**src/hw/rtl/kfd_pkg.sv**
```systemverilog
// ----------------------------------------------------------------------------
// KISS deframer package
// Shared types and constants for the KISS frame deframer.
// ----------------------------------------------------------------------------
package kfd_pkg;

  localparam int unsigned CountW = 10;

  localparam logic [7:0] KissEnd  = 8'hC0;
  localparam logic [7:0] KissEsc  = 8'hDB;
  localparam logic [7:0] KissTEnd = 8'hDC;
  localparam logic [7:0] KissTEsc = 8'hDD;
  localparam logic [3:0] CmdData  = 4'h0;

  localparam logic [CountW-1:0] LimitReset = CountW'(512);

  typedef struct packed {
    logic [CountW-1:0] raw_count;
    logic              escape_pending;
    logic              data_frame;
  } kfd_state_t;

  typedef struct packed {
    logic [7:0] out_byte;
    logic       byte_valid;
    logic       frame_end;
    logic       frame_abort;
  } kfd_result_t;

endpackage

```
**src/hw/rtl/kfd_in_if.sv**
```systemverilog
// ----------------------------------------------------------------------------
// KISS deframer raw byte channel
// Valid/ready channel that carries one raw byte from the serial link.
// ----------------------------------------------------------------------------
interface kfd_in_if;
  logic       valid;
  logic       ready;
  logic [7:0] in_byte;

  modport source (output valid, output in_byte, input ready);
  modport sink (input valid, input in_byte, output ready);
endinterface

```
**src/hw/rtl/kfd_out_if.sv**
```systemverilog
// ----------------------------------------------------------------------------
// KISS deframer result channel
// Valid/ready channel that carries one unescaped payload result.
// ----------------------------------------------------------------------------
interface kfd_out_if;
  logic       valid;
  logic       ready;
  logic [7:0] out_byte;
  logic       byte_valid;
  logic       frame_end;
  logic       frame_abort;

  modport source (output valid, output out_byte, output byte_valid, output frame_end,
                  output frame_abort, input ready);
  modport sink (input valid, input out_byte, input byte_valid, input frame_end,
                input frame_abort, output ready);
endinterface

```
**src/hw/rtl/kfd_step.sv**
```systemverilog
// ----------------------------------------------------------------------------
// KISS deframer step logic
// Next frame state and optional result for one raw byte.
// ----------------------------------------------------------------------------
module kfd_step (
  input  kfd_pkg::kfd_state_t              state_i,
  input  logic [7:0]                       in_byte_i,
  input  logic [kfd_pkg::CountW-1:0]       limit_i,
  output kfd_pkg::kfd_state_t              state_o,
  output kfd_pkg::kfd_result_t             result_o,
  output logic                             result_valid_o
);
  import kfd_pkg::*;

  logic [CountW:0] next_count;

  assign next_count = {1'b0, state_i.raw_count} + (CountW+1)'(1);

  always_comb begin
    state_o        = state_i;
    result_o       = '0;
    result_valid_o = 1'b0;
    if (in_byte_i == KissEnd) begin
      if (state_i.raw_count != '0) begin
        state_o = '0;
        if (state_i.data_frame) begin
          result_valid_o      = 1'b1;
          result_o.frame_end  = 1'b1;
          result_o.byte_valid = state_i.escape_pending;
          result_o.out_byte   = state_i.escape_pending ? KissEsc : 8'h00;
        end
      end
    end else if (next_count > {1'b0, limit_i}) begin
      // drop the overflowing byte and restart framing
      state_o = '0;
      if (state_i.data_frame) begin
        result_valid_o       = 1'b1;
        result_o.frame_abort = 1'b1;
      end
    end else begin
      state_o.raw_count = next_count[CountW-1:0];
      if (state_i.raw_count == '0) begin
        state_o.data_frame     = (in_byte_i[3:0] == CmdData);
        state_o.escape_pending = 1'b0;
      end else if (state_i.data_frame) begin
        if (state_i.escape_pending) begin
          state_o.escape_pending = 1'b0;
          result_valid_o         = 1'b1;
          result_o.byte_valid    = 1'b1;
          case (in_byte_i)
            KissTEnd: result_o.out_byte = KissEnd;
            KissTEsc: result_o.out_byte = KissEsc;
            default:  result_o.out_byte = in_byte_i;
          endcase
        end else if (in_byte_i == KissEsc) begin
          state_o.escape_pending = 1'b1;
        end else begin
          result_valid_o      = 1'b1;
          result_o.byte_valid = 1'b1;
          result_o.out_byte   = in_byte_i;
        end
      end
    end
  end

endmodule

```
**src/hw/rtl/kiss_frame_deframer_core.sv**
```systemverilog
// ----------------------------------------------------------------------------
// KISS frame deframer core
// Result: a result is registered in the result register in the cycle after its byte is accepted.
// Throughput: one raw byte per cycle; input stalls only while a result waits
// in the result register and the sink is not ready.
// Reset: frame state clears, the limit returns to 512, no result is pending.
// ----------------------------------------------------------------------------
module kiss_frame_deframer_core (
  input  logic                        clk_i,
  input  logic                        rst_ni,
  input  logic                        cfg_we_i,
  input  logic [kfd_pkg::CountW-1:0]  cfg_wdata_i,
  kfd_in_if.sink                      rx_i,
  kfd_out_if.source                   tx_o
);
  import kfd_pkg::*;

  kfd_state_t        state_q, state_d;
  kfd_result_t       res_q, res_d;
  logic              res_valid_q;
  logic              step_valid;
  logic [CountW-1:0] limit_q;
  logic              accept;

  assign rx_i.ready = !res_valid_q || tx_o.ready;
  assign accept     = rx_i.valid && rx_i.ready;

  kfd_step u_step (
    .state_i        (state_q),
    .in_byte_i      (rx_i.in_byte),
    .limit_i        (limit_q),
    .state_o        (state_d),
    .result_o       (res_d),
    .result_valid_o (step_valid)
  );

  always_ff @(posedge clk_i or negedge rst_ni) begin
    if (!rst_ni) begin
      limit_q <= LimitReset;
    end else if (cfg_we_i) begin
      limit_q <= cfg_wdata_i;
    end
  end

  always_ff @(posedge clk_i or negedge rst_ni) begin
    if (!rst_ni) begin
      state_q     <= '0;
      res_valid_q <= 1'b0;
    end else begin
      if (accept) begin
        state_q <= state_d;
      end
      if (rx_i.ready) begin
        res_valid_q <= accept && step_valid;
      end
    end
  end

  always_ff @(posedge clk_i) begin
    if (accept && step_valid) begin
      res_q <= res_d;
    end
  end

  assign tx_o.valid       = res_valid_q;
  assign tx_o.out_byte    = res_q.out_byte;
  assign tx_o.byte_valid  = res_q.byte_valid;
  assign tx_o.frame_end   = res_q.frame_end;
  assign tx_o.frame_abort = res_q.frame_abort;

endmodule

```
**src/flat_wrapper.sv**
```systemverilog
// flat-port wrapper written by rule: the top's interface ports become plain ports
module kiss_frame_deframer_core_flat import kfd_pkg::*;
  (clk_i, rst_ni, cfg_we_i, cfg_wdata_i, rx_i_valid, rx_i_in_byte, rx_i_ready, tx_o_valid, tx_o_out_byte, tx_o_byte_valid, tx_o_frame_end, tx_o_frame_abort, tx_o_ready);
  kfd_in_if rx_i_i ();
  kfd_out_if tx_o_i ();
  input  logic clk_i;
  input  logic rst_ni;
  input  logic cfg_we_i;
  input  logic [kfd_pkg::CountW-1:0] cfg_wdata_i;
  input wire logic [$bits(rx_i_i.valid)-1:0] rx_i_valid;
  input wire logic [$bits(rx_i_i.in_byte)-1:0] rx_i_in_byte;
  output wire logic [$bits(rx_i_i.ready)-1:0] rx_i_ready;
  output wire logic [$bits(tx_o_i.valid)-1:0] tx_o_valid;
  output wire logic [$bits(tx_o_i.out_byte)-1:0] tx_o_out_byte;
  output wire logic [$bits(tx_o_i.byte_valid)-1:0] tx_o_byte_valid;
  output wire logic [$bits(tx_o_i.frame_end)-1:0] tx_o_frame_end;
  output wire logic [$bits(tx_o_i.frame_abort)-1:0] tx_o_frame_abort;
  input wire logic [$bits(tx_o_i.ready)-1:0] tx_o_ready;
  assign rx_i_i.valid = rx_i_valid;
  assign rx_i_i.in_byte = rx_i_in_byte;
  assign rx_i_ready = rx_i_i.ready;
  assign tx_o_valid = tx_o_i.valid;
  assign tx_o_out_byte = tx_o_i.out_byte;
  assign tx_o_byte_valid = tx_o_i.byte_valid;
  assign tx_o_frame_end = tx_o_i.frame_end;
  assign tx_o_frame_abort = tx_o_i.frame_abort;
  assign tx_o_i.ready = tx_o_ready;
  kiss_frame_deframer_core u_core (.clk_i(clk_i), .rst_ni(rst_ni), .cfg_we_i(cfg_we_i), .cfg_wdata_i(cfg_wdata_i), .rx_i(rx_i_i), .tx_o(tx_o_i));
endmodule
```
**config.mk**
```make
export PLATFORM = sky130hd
export DESIGN_NAME = kiss_frame_deframer_core_flat
export DESIGN_NICKNAME = d
export VERILOG_FILES = /design/src/hw/rtl/kfd_pkg.sv /design/src/hw/rtl/kfd_in_if.sv /design/src/hw/rtl/kfd_out_if.sv /design/src/hw/rtl/kfd_step.sv /design/src/hw/rtl/kiss_frame_deframer_core.sv /design/src/flat_wrapper.sv
export SDC_FILE = /design/constraint.sdc
export NUM_CORES = 1
export LEC_CHECK = 0
export BUFFER_PORTS_ARGS = -buffer_cell sky130_fd_sc_hd__buf_2
export CORE_MARGIN = 10
export CORE_UTILIZATION = 47
export DETAILED_ROUTE_END_ITERATION = 8
export PLACE_DENSITY_LB_ADDON = 0.05
export RECOVER_POWER = 100
export SYNTH_ARGS = -nofsm -noshare
export SYNTH_HDL_FRONTEND = slang
export SYNTH_HIERARCHICAL = 1
export SYNTH_SLANG_ARGS = --single-unit
```
**constraint.sdc**
```tcl
create_clock -name clk_i -period 4 [get_ports clk_i]
set_clock_uncertainty 0.2 [all_clocks]
set_input_delay 0.2 -clock clk_i [delete_from_list [all_inputs] [get_ports clk_i]]
set_output_delay 0.2 -clock clk_i [all_outputs]
set_load 0.01 [all_outputs]
```
==> results.cfg, run 1 <==
[status]
status = finished clean

[global_route]
grtUsageTotal = 0.130
grt_max_degree = 24
grt_pass1_wl_um = 7820
first_global_vias = 1654
antenna_found_initial = 0
grt_overflow = 0

[clock_network]
clock_latency_ns = 0.29
path_clk_slew_ns = 0.07
root_buffer = clkbuf_8
cts_tree = done
numCtsBuffers = 5
htree_levels = 2
cts_setup_buffers = 0
cts.sinks = 34
clockBufferDepth = 2

[job]
drv_cap = 0

[yosys]
yosys.cell_count.top_type = dfrtp_1
synth_mux_area_frac = 0.138
avgSynthCellArea_um2 = 11.0
syn_nets = 222
synthCells = 187
synth_seq_area_share = 0.439
async_reset_ff_frac = 0.676
netlist_area_um2 = 2060
synth_compound_area_frac = 0.0752
synthAdderAreaFrac = 0.0727
synth-simple-area-share = 0.205
synth_cell_types = 43
ys.flop_type = dfrtp_1
synth_top_family_by_area = simple AND/OR/NAND/NOR gates
synthXorXnorAreaFrac = 0.0339
ys_ff_latch = 34
synth_edf_count = 11
netlist_top_cells_count = dfrtp_1, inv_1, nand2_1
synth_top_area_share = 0.267
synth.yosys.warnings = 6
synth_area_leaders = dfrtp_1, edfxtp_1, ha_1
synth_area_leader_cell = dfrtp_1

[routing]
via_per_inst = 5.20
num_vias = 1523
drt_iter0_markers = 46
postRouteAntennaNets = 0
dr.pass1.iters = 4
routed_wl_um = 4480
wl_per_cell_um = 15.3
drc = 0

[timing]
relSlewSlack = 0.174
post-route-period-util = 0.919
final.setup.tns_ns = 0
maxSlewViolCount = 0
hold_viol_final = 0
fin_crit_ns = 3.67
whs_ns = 0.0402
timing.fmax_mhz = 272
finalSetupViolations = 0
rsz0062_at_grt = no
worst_pin_slew_ns = 1.24

[power]
peakVddDrop_uv = 218
cellLeakagePower_nw = 1.14
p_per_area_nw_per_um2 = 497

[floorplanning]
die_h_um = 86.3
ios = 36
die_w_um = 86.3
rows = 24
dieArea_um2 = 7440
start_util = 0.481
core_area_um2 = 4290

[placement]
dp.final_hpwl_um = 3330
place_congestion = 0.794
port_buffers = 35

[layout]
fin_nets = 275
layout-drive-gt1-share = 0.199
area_growth_pct = 18.8
final_util = 0.571
diodes = 0

[worst_setup_path]
worstPathMaxFanout = 8
cp-end-kind = flop
worstReg2RegStart = u_core/state_q[2]$_DFFE_PN0P_
r2r_setup_slack_ns = 0.33
rr_worst_depth = 15
critical_path_required_ns = 3.97
cp-start-kind = flop
critPathKind = flop to flop
worstPathArrival_ns = 3.65
r2r-end = u_core/tx_o.valid$_DFFE_PN0P_

[min_path]
hold_class = input port to flop
min_to = u_core/tx_o.out_byte[5]$_DFFE_PP_
min_path_cells = 2
min_from = rx_i_in_byte[5]
-- final cells by class --
cell class / count / area (um2)
clock buffer: 8 / 90.1
fill: 392 / 1840
inverter: 14 / 52.6
multi-input combinational: 136 / 1040
sequential: 34 / 907
tap: 52 / 65.1
timing repair buffer: 49 / 298
-- placed cells by master, fill, tap and decap left out, types with 3 or more instances in the layout --
master,Yosys,layout
nor3_1,6,6
nand2_1,13,13
nand3_1,7,7
o21ai_0,5,6
nor2_1,6,6
nor2b_1,9,8
or3_1,2,3
ha_1,12,12
mux2_2,12,13
clkbuf_1,1,16
nand3b_1,4,4
dfrtp_1,22,22
a21oi_1,5,5
and3_1,5,5
dlygate4sd3_1,0,14
xnor2_1,5,5
mux2_1,0,9
edfxtp_1,11,11
clkbuf_8,0,6
buf_2,1,21
and2_1,8,5
inv_1,14,14
xor2_1,3,3
and2_0,0,3
-- routing by layer --
metal	vias up	part of all wire	track usage	wire, um
met5	-	0	0	0
met4	0	0.023	0.0648	104
met3	9	0.069	0.0497	308
met2	35	0.48	0.213	2130
met1	708	0.43	0.144	1930
li1	771	-	-	-
-- kinds of logic (layout without fill, tap and decap cells) --
family	count (synthesis)	after routing
AOI/OAI and AO/OA	23	23
adders and majority gates	12	12
muxes	22	22
DFF	34	34
xor gates and xnor gates	8	8
and+or+nand+nor	71	71
buffers and inverters	17	71
-- how the worst max path moves through the flow --
| stage | startpoint | endpoint | slack, ns |
|---|---|---|---|
| floorplan | u_core/state_q[2]$_DFFE_PN0P_ | u_core/tx_o.byte_valid$_DFFE_PP_ | 0.69 |
| global placement | u_core/state_q[2]$_DFFE_PN0P_ | u_core/tx_o.out_byte[0]$_DFFE_PP_ | 0.42 |
| detailed placement | u_core/state_q[2]$_DFFE_PN0P_ | u_core/tx_o.out_byte[1]$_DFFE_PP_ | 0.20 |
| CTS | u_core/state_q[2]$_DFFE_PN0P_ | u_core/tx_o.frame_end$_DFFE_PP_ | 0.17 |
| global route | u_core/state_q[2]$_DFFE_PN0P_ | u_core/tx_o.valid$_DFFE_PN0P_ | 0.03 |
| finish | u_core/state_q[2]$_DFFE_PN0P_ | u_core/tx_o.valid$_DFFE_PN0P_ | 0.33 |
-- stage by stage --
stage | area [um2] | total power, W | instances | setup slack, ns
after floorplan | 2060 | 0.000866 | 187 | 0.694
after global placement | 2280 | 0.000987 | 271 | 0.422
after global routing | 2450 | 0.00132 | 293 | 0.0251
final | 2450 | 0.00122 | 293 | 0.326
after CTS | 2510 | 0.00128 | 293 | 0.174
after detailed placement | 2280 | 0.000998 | 271 | 0.204
-- flip-flops by register name, summed over array words and instances, names as in the netlist --
name,cells
u_core/limit_q,10
u_core/tx_o.frame_end,1
u_core/tx_o.valid,1
u_core/tx_o.out_byte,8
u_core/tx_o.frame_abort,1
u_core/tx_o.byte_valid,1
u_core/state_q,12
-- worst max-delay path, cell delays in order, from the launching register on --
cell	delay, ns
dfrtp_1	0.48
ha_1	0.25
and2_0	0.17
and2_1	0.17
nand3_1	0.10
xnor2_1	0.20
ha_1	0.29
a21oi_1	0.14
o221ai_1	0.13
or3_4	0.35
nand2_1	0.13
nor2_1	0.07
o21a_1	0.20
nand2_1	0.09
nand2_1	0.05
dlygate4sd3_1	0.55
-- power by group --
part | total, W | leakage, nW | switching [W] | internal, W
clock network | 0.000262 | 0.0455 | 0.000121 | 0.000140
logic | 0.000451 | 0.704 | 0.000232 | 0.000219
registers | 0.000506 | 0.389 | 0.0000709 | 0.000435
-- timing repair --
action                     in CTS  in global routing
setup endpoints to repair       0                 11
hold endpoints to repair       34                  0
resized for setup               0                  1
hold buffers                   14                  0
Note: power is estimated with default switching activity, not from simulation.
==> run 2: changes to the inputs <==
--- a/config.mk
+++ b/config.mk
@@ -7,7 +7,7 @@
 export LEC_CHECK = 0
 export BUFFER_PORTS_ARGS = -buffer_cell sky130_fd_sc_hd__buf_2
 export CORE_MARGIN = 10
-export CORE_UTILIZATION = 47
+export CORE_UTILIZATION = 45
 export DETAILED_ROUTE_END_ITERATION = 8
 export PLACE_DENSITY_LB_ADDON = 0.05
 export RECOVER_POWER = 100
==> run 2 against run 1 <==
Net effect: first-iteration DRC count rose by 48%; maximum frequency rose by 2.5%; critical path type unchanged; sequential share of layout area rose by 0.30 points; utilization fell by 1.6 points; critical endpoint is now u_core/tx_o.out_byte[1]$_DFFE_PP_.
==> results.cfg, run 2 (synthesis gave the netlist of run 1 again) <==
[status]
status = finished clean

[min_path]
min_from = rx_i_in_byte[7]
hold_class = input port to flop

[floorplanning]
start_util = 0.471
ios = 36
die_h_um = 87.7
rows = 24
die_w_um = 87.7
core_area_um2 = 4380
dieArea_um2 = 7700

[layout]
area_growth_pct = 17.8
diodes = 0
layout_common_cells = buf_2, dfrtp_1, clkbuf_1, inv_1
fin_nets = 273
largest_register = u_core/state_q
largest_register_ffs = 12
fin_area_um2 = 2430
layout-drive-gt1-share = 0.209

[timing]
fin_crit_ns = 3.59
post-route-period-util = 0.897
rsz0062_at_grt = no
finalSetupViolations = 0
timing.fmax_mhz = 279
maxSlewViolCount = 0
hold_viol_final = 0
relSlewSlack = 0.155
whs_ns = 0.0264
final.setup.tns_ns = 0
worst_pin_slew_ns = 1.27

[routing]
postRouteAntennaNets = 0
routed_wl_um = 4480
wl_per_cell_um = 15.4
num_vias = 1559
dr.pass1.iters = 4
drt_iter0_markers = 68
via_per_inst = 5.36
drc = 0

[placement]
port_buffers = 35
place_congestion = 0.866
postPlaceCellArea_um2 = 2280
dp.final_hpwl_um = 3440

[worst_setup_path]
slowest_stage = or3_1
critPathKind = flop to flop
worstPathArrival_ns = 3.53
worstReg2RegStart = u_core/state_q[2]$_DFFE_PN0P_
crit_family = simple AND/OR/NAND/NOR gates
cp-start-kind = flop
worstPathMaxFanout = 14
cp_cell_sequence = ha_1 -> and2_0 -> and2_0 -> nand3_1 -> xnor2_1 -> ha_1 -> a21oi_1 -> o221ai_1 -> or3_4 -> a21o_1 -> or3_1 -> o21ai_2
critical_path_required_ns = 3.95
path_buf_inv = 0
max_stage_delay_ns = 0.47
cp-end-kind = flop
critical_path.startpoint = u_core/state_q[2]$_DFFE_PN0P_

[clock_network]
numCtsBuffers = 5
clockBufferDepth = 2
root_buffer = clkbuf_8
cts_tree = done
clock_latency_ns = 0.28
htree_levels = 2
path_clk_slew_ns = 0.07
cts.sinks = 34

[global_route]
grt_pass1_wl_um = 7890
grtUsageTotal = 0.127
first_global_vias = 1633
grt_max_degree = 24
antenna_found_initial = 0
grt_overflow = 0

[job]
drv_cap = 0

[power]
peakVddDrop_uv = 217
cellLeakagePower_nw = 1.13
p_per_area_nw_per_um2 = 498
## run 2: path summary, 6_finish.rpt
check,to,cells past startpoint,slack (ns)
max in group asynchronous,u_core/state_q[8]$_DFFE_PN0P_,2,2.34
setup reg to reg,u_core/tx_o.out_byte[1]$_DFFE_PP_,12,0.41
hold / removal,u_core/tx_o.out_byte[7]$_DFFE_PP_,2,0.03
setup / recovery,u_core/tx_o.out_byte[1]$_DFFE_PP_,12,0.41
hold reg to reg,u_core/limit_q[8]$_DFFE_PN0P_,1,0.31
min in group asynchronous,u_core/state_q[10]$_DFFE_PN0P_,2,0.51
## run 2: area by class of cell
cell class | instances | area (um2)
fill | 398 | 1950
multi-input combinational | 136 | 1040
sequential | 34 | 907
timing repair buffer | 47 | 279
clock buffer | 7 | 86.3
tap | 52 | 65.1
inverter | 14 | 52.6
clock inverter | 1 | 5.00
## run 2: power by group
part	leakage [nW]	total [W]	internal, W	switching [W]
Clock	0.0482	0.000263	0.000139	0.000125
Combinational	0.692	0.000443	0.000212	0.000231
Sequential	0.389	0.000504	0.000435	0.0000687
Total	1.13	0.00121	0.000786	0.000424
## run 2: worst register-to-register path, cell delays in order, from the launching register on
cell,delay (ns)
dfrtp_1,0.46
ha_1,0.24
and2_0,0.17
and2_0,0.20
nand3_1,0.11
xnor2_1,0.18
ha_1,0.29
a21oi_1,0.17
o221ai_1,0.14
or3_4,0.35
a21o_1,0.33
or3_1,0.47
o21ai_2,0.15
## run 2: through the flow
step / setup WS, ns / instances / power [W] / util
after global placement: 0.407 / 271 / 0.000987 / 0.521
final: 0.414 / 291 / 0.00121 / 0.555
after detailed placement: 0.252 / 271 / 0.000996 / 0.521
after floorplan: 0.694 / 187 / 0.000866 / -
after CTS: 0.219 / 291 / 0.00127 / 0.569
after global routing: 0.169 / 291 / 0.00131 / 0.555
## run 2: timing repair
item                                    CTS  global route
hold buffers                             12             0
buffers inserted                          0             0
endpoints found under the setup margin    0            11
hold endpoints to repair                 33             0
gates resized for setup                   0             1
## run 2: routing by layer
metal / track usage / wire length [um] / vias to the layer above
li1: - / - / 765
met1: 0.142 / 1840 / 745
met2: 0.221 / 2280 / 42
met3: 0.0409 / 317 / 7
met4: 0.0464 / 50 / 0
met5: 0 / 0 / -
==> run 3: changes to the inputs <==
--- a/config.mk
+++ b/config.mk
@@ -11,6 +11,7 @@
 export DETAILED_ROUTE_END_ITERATION = 8
 export PLACE_DENSITY_LB_ADDON = 0.05
 export RECOVER_POWER = 100
+export SETUP_SLACK_MARGIN = 0.5
 export SYNTH_ARGS = -nofsm -noshare
 export SYNTH_HDL_FRONTEND = slang
 export SYNTH_HIERARCHICAL = 1
==> run 3 against run 2 <==
Net effect: the run now ends with hold timing left; worst hold slack lost 0.040 ns; worst setup slack gained 0.086 ns; critical endpoint unchanged; non-clock buffer count grew 3; global-route usage is the same; sequential share of layout area shrank 0.51 points; maximum frequency grew 2.4%; count of clock-buffer cells in the layout is the same; sequential power grew 1%; combinational power grew 10%; power grew 4.3%; utilization grew 1.1 points.
==> results.cfg, run 3 (synthesis gave the netlist of run 1 again) <==
[global_route]
gr-usage-met3 = 0.0409
grt_pass1_wl_um = 7880
grtUsageMet2 = 0.221
grt_busiest_layer = met2
first_global_vias = 1630
antenna_found_initial = 0
use_met1 = 0.142
grt_overflow = 0
grt_max_degree = 24
grtUsageTotal = 0.127

[timing]
fin_crit_ns = 3.50
maxSlewViolCount = 0
post-route-period-util = 0.875
rsz0062_at_grt = no
finalSetupViolations = 0
final.setup.tns_ns = 0
timing.fmax_mhz = 286
worst_pin_slew_ns = 1.29
relSlewSlack = 0.138
whs_ns = -0.0134
hold_viol_final = 1
fin_ws_ns = 0.499

[routing]
via_per_inst = 5.42
wl_per_cell_um = 15.8
drt_iter0_markers = 47
routed_wl_um = 4640
postRouteAntennaNets = 0
num_vias = 1594
drc = 0
dr.pass1.iters = 4

[layout]
fillers = 393
largest_register = u_core/state_q
largest_register_ffs = 12
layout_common_cells = buf_2, dfrtp_1, clkbuf_1
fin_nets = 276
layout-drive-gt1-share = 0.240
area_growth_pct = 20.1
diodes = 0
final_common_cell = buf_2

[clock_network]
cts.sinks = 34
path_clk_slew_ns = 0.07
root_buffer = clkbuf_8
clock_latency_ns = 0.29
clockBufferDepth = 2
htree_levels = 2
numCtsBuffers = 5
cts_tree = done

[worst_setup_path]
max_stage_delay_ns = 0.47
worstPathMaxFanout = 14
slowest_stage = or3_1
worstPathArrival_ns = 3.45
cp-end-kind = flop
cp_cell_sequence = and3_1 -> and3_1 -> nand3_1 -> xnor2_1 -> ha_1 -> or3_1 -> a21oi_1 -> o21bai_1 -> a21o_1 -> or3_1 -> o21ai_2
cp-start-kind = flop
critPathKind = flop to flop
critical_path_required_ns = 3.95
crit_family = simple AND/OR/NAND/NOR gates
path_buf_inv = 0

[floorplanning]
die_w_um = 87.7
core_area_um2 = 4380
start_util = 0.471
dieArea_um2 = 7700
ios = 36
die_h_um = 87.7
rows = 24

[status]
violations = hold timing
status = finished, violations left

[job]
drv_cap = 0

[power]
peakVddDrop_uv = 218
p_per_area_nw_per_um2 = 509
cellLeakagePower_nw = 1.14

[placement]
place_ws_ns = 0.252
port_buffers = 35
place_congestion = 0.866
dp.final_hpwl_um = 3440

[min_path]
hold_class = input port to flop
[run 3: area by class of cell]
type / instances / area (um2) / share of cell area
multi-input combinational: 136 / 1050 / 0.424
sequential: 34 / 912 / 0.368
clock inverter: 1 / 5.00 / 0.00202
inverter: 14 / 52.6 / 0.0212
tap: 52 / 65.1 / 0.0262
timing repair buffer: 50 / 308 / 0.124
clock buffer: 7 / 86.3 / 0.0348
[run 3: final timing paths]
check / slack, ns / depth (start not counted) / startpoint / end
setup / recovery: 0.50 / 11 / u_core/state_q[5]$_DFFE_PN0P_ / u_core/tx_o.out_byte[1]$_DFFE_PP_
hold / removal: -0.01 / 3 / rx_i_valid / u_core/tx_o.valid$_DFFE_PN0P_
setup reg to reg: 0.50 / 11 / u_core/state_q[5]$_DFFE_PN0P_ / u_core/tx_o.out_byte[1]$_DFFE_PP_
hold reg to reg: 0.31 / 1 / u_core/limit_q[8]$_DFFE_PN0P_ / u_core/limit_q[8]$_DFFE_PN0P_
max in group asynchronous: 2.23 / 2 / rst_ni / u_core/state_q[4]$_DFFE_PN0P_
min in group asynchronous: 0.52 / 2 / rst_ni / u_core/state_q[0]$_DFFE_PN0P_
[run 3: worst reg2reg max path, stage by stage, from the launching register on]
cell	delay [ns]
dfrtp_2	0.41
and3_1	0.22
and3_1	0.25
nand3_1	0.12
xnor2_1	0.25
ha_1	0.30
or3_1	0.37
a21oi_1	0.15
o21bai_1	0.11
a21o_1	0.36
or3_1	0.47
o21ai_2	0.15
[run 3: metrics by stage]
| step | utilization | total power [W] | hold WS [ns] | cells | cell area, um2 |
|---|---|---|---|---|---|
| after floorplan | - | 0.000866 | -0.296 | 187 | 2060 |
| final | 0.566 | 0.00126 | -0.0134 | 294 | 2480 |
| after CTS | 0.569 | 0.00128 | 0.0108 | 290 | 2490 |
| after global routing | 0.566 | 0.00136 | 0.0107 | 294 | 2480 |
| after global placement | 0.521 | 0.000987 | -0.000802 | 271 | 2280 |
| after detailed placement | 0.521 | 0.000996 | 0.00885 | 271 | 2280 |
[run 3: repair_timing]
action	in CTS	in global routing
resized for setup	3	9
buffers inserted	0	4
pin swaps	0	0
endpoints found under the hold margin	32	0
hold buffers	11	0
setup endpoints to repair	14	17
[run 3: layer usage]
metal,share of wire,vias up
met4,0.010,0
met1,0.42,765
met5,0,-
met2,0.50,51
met3,0.067,8
li1,-,770
[run 3: power breakdown]
| part | switching, W | leakage (nW) | internal, W |
|---|---|---|---|
| registers | 0.0000699 | 0.384 | 0.000439 |
| logic | 0.000247 | 0.709 | 0.000241 |
| clock network | 0.000126 | 0.0482 | 0.000139 |
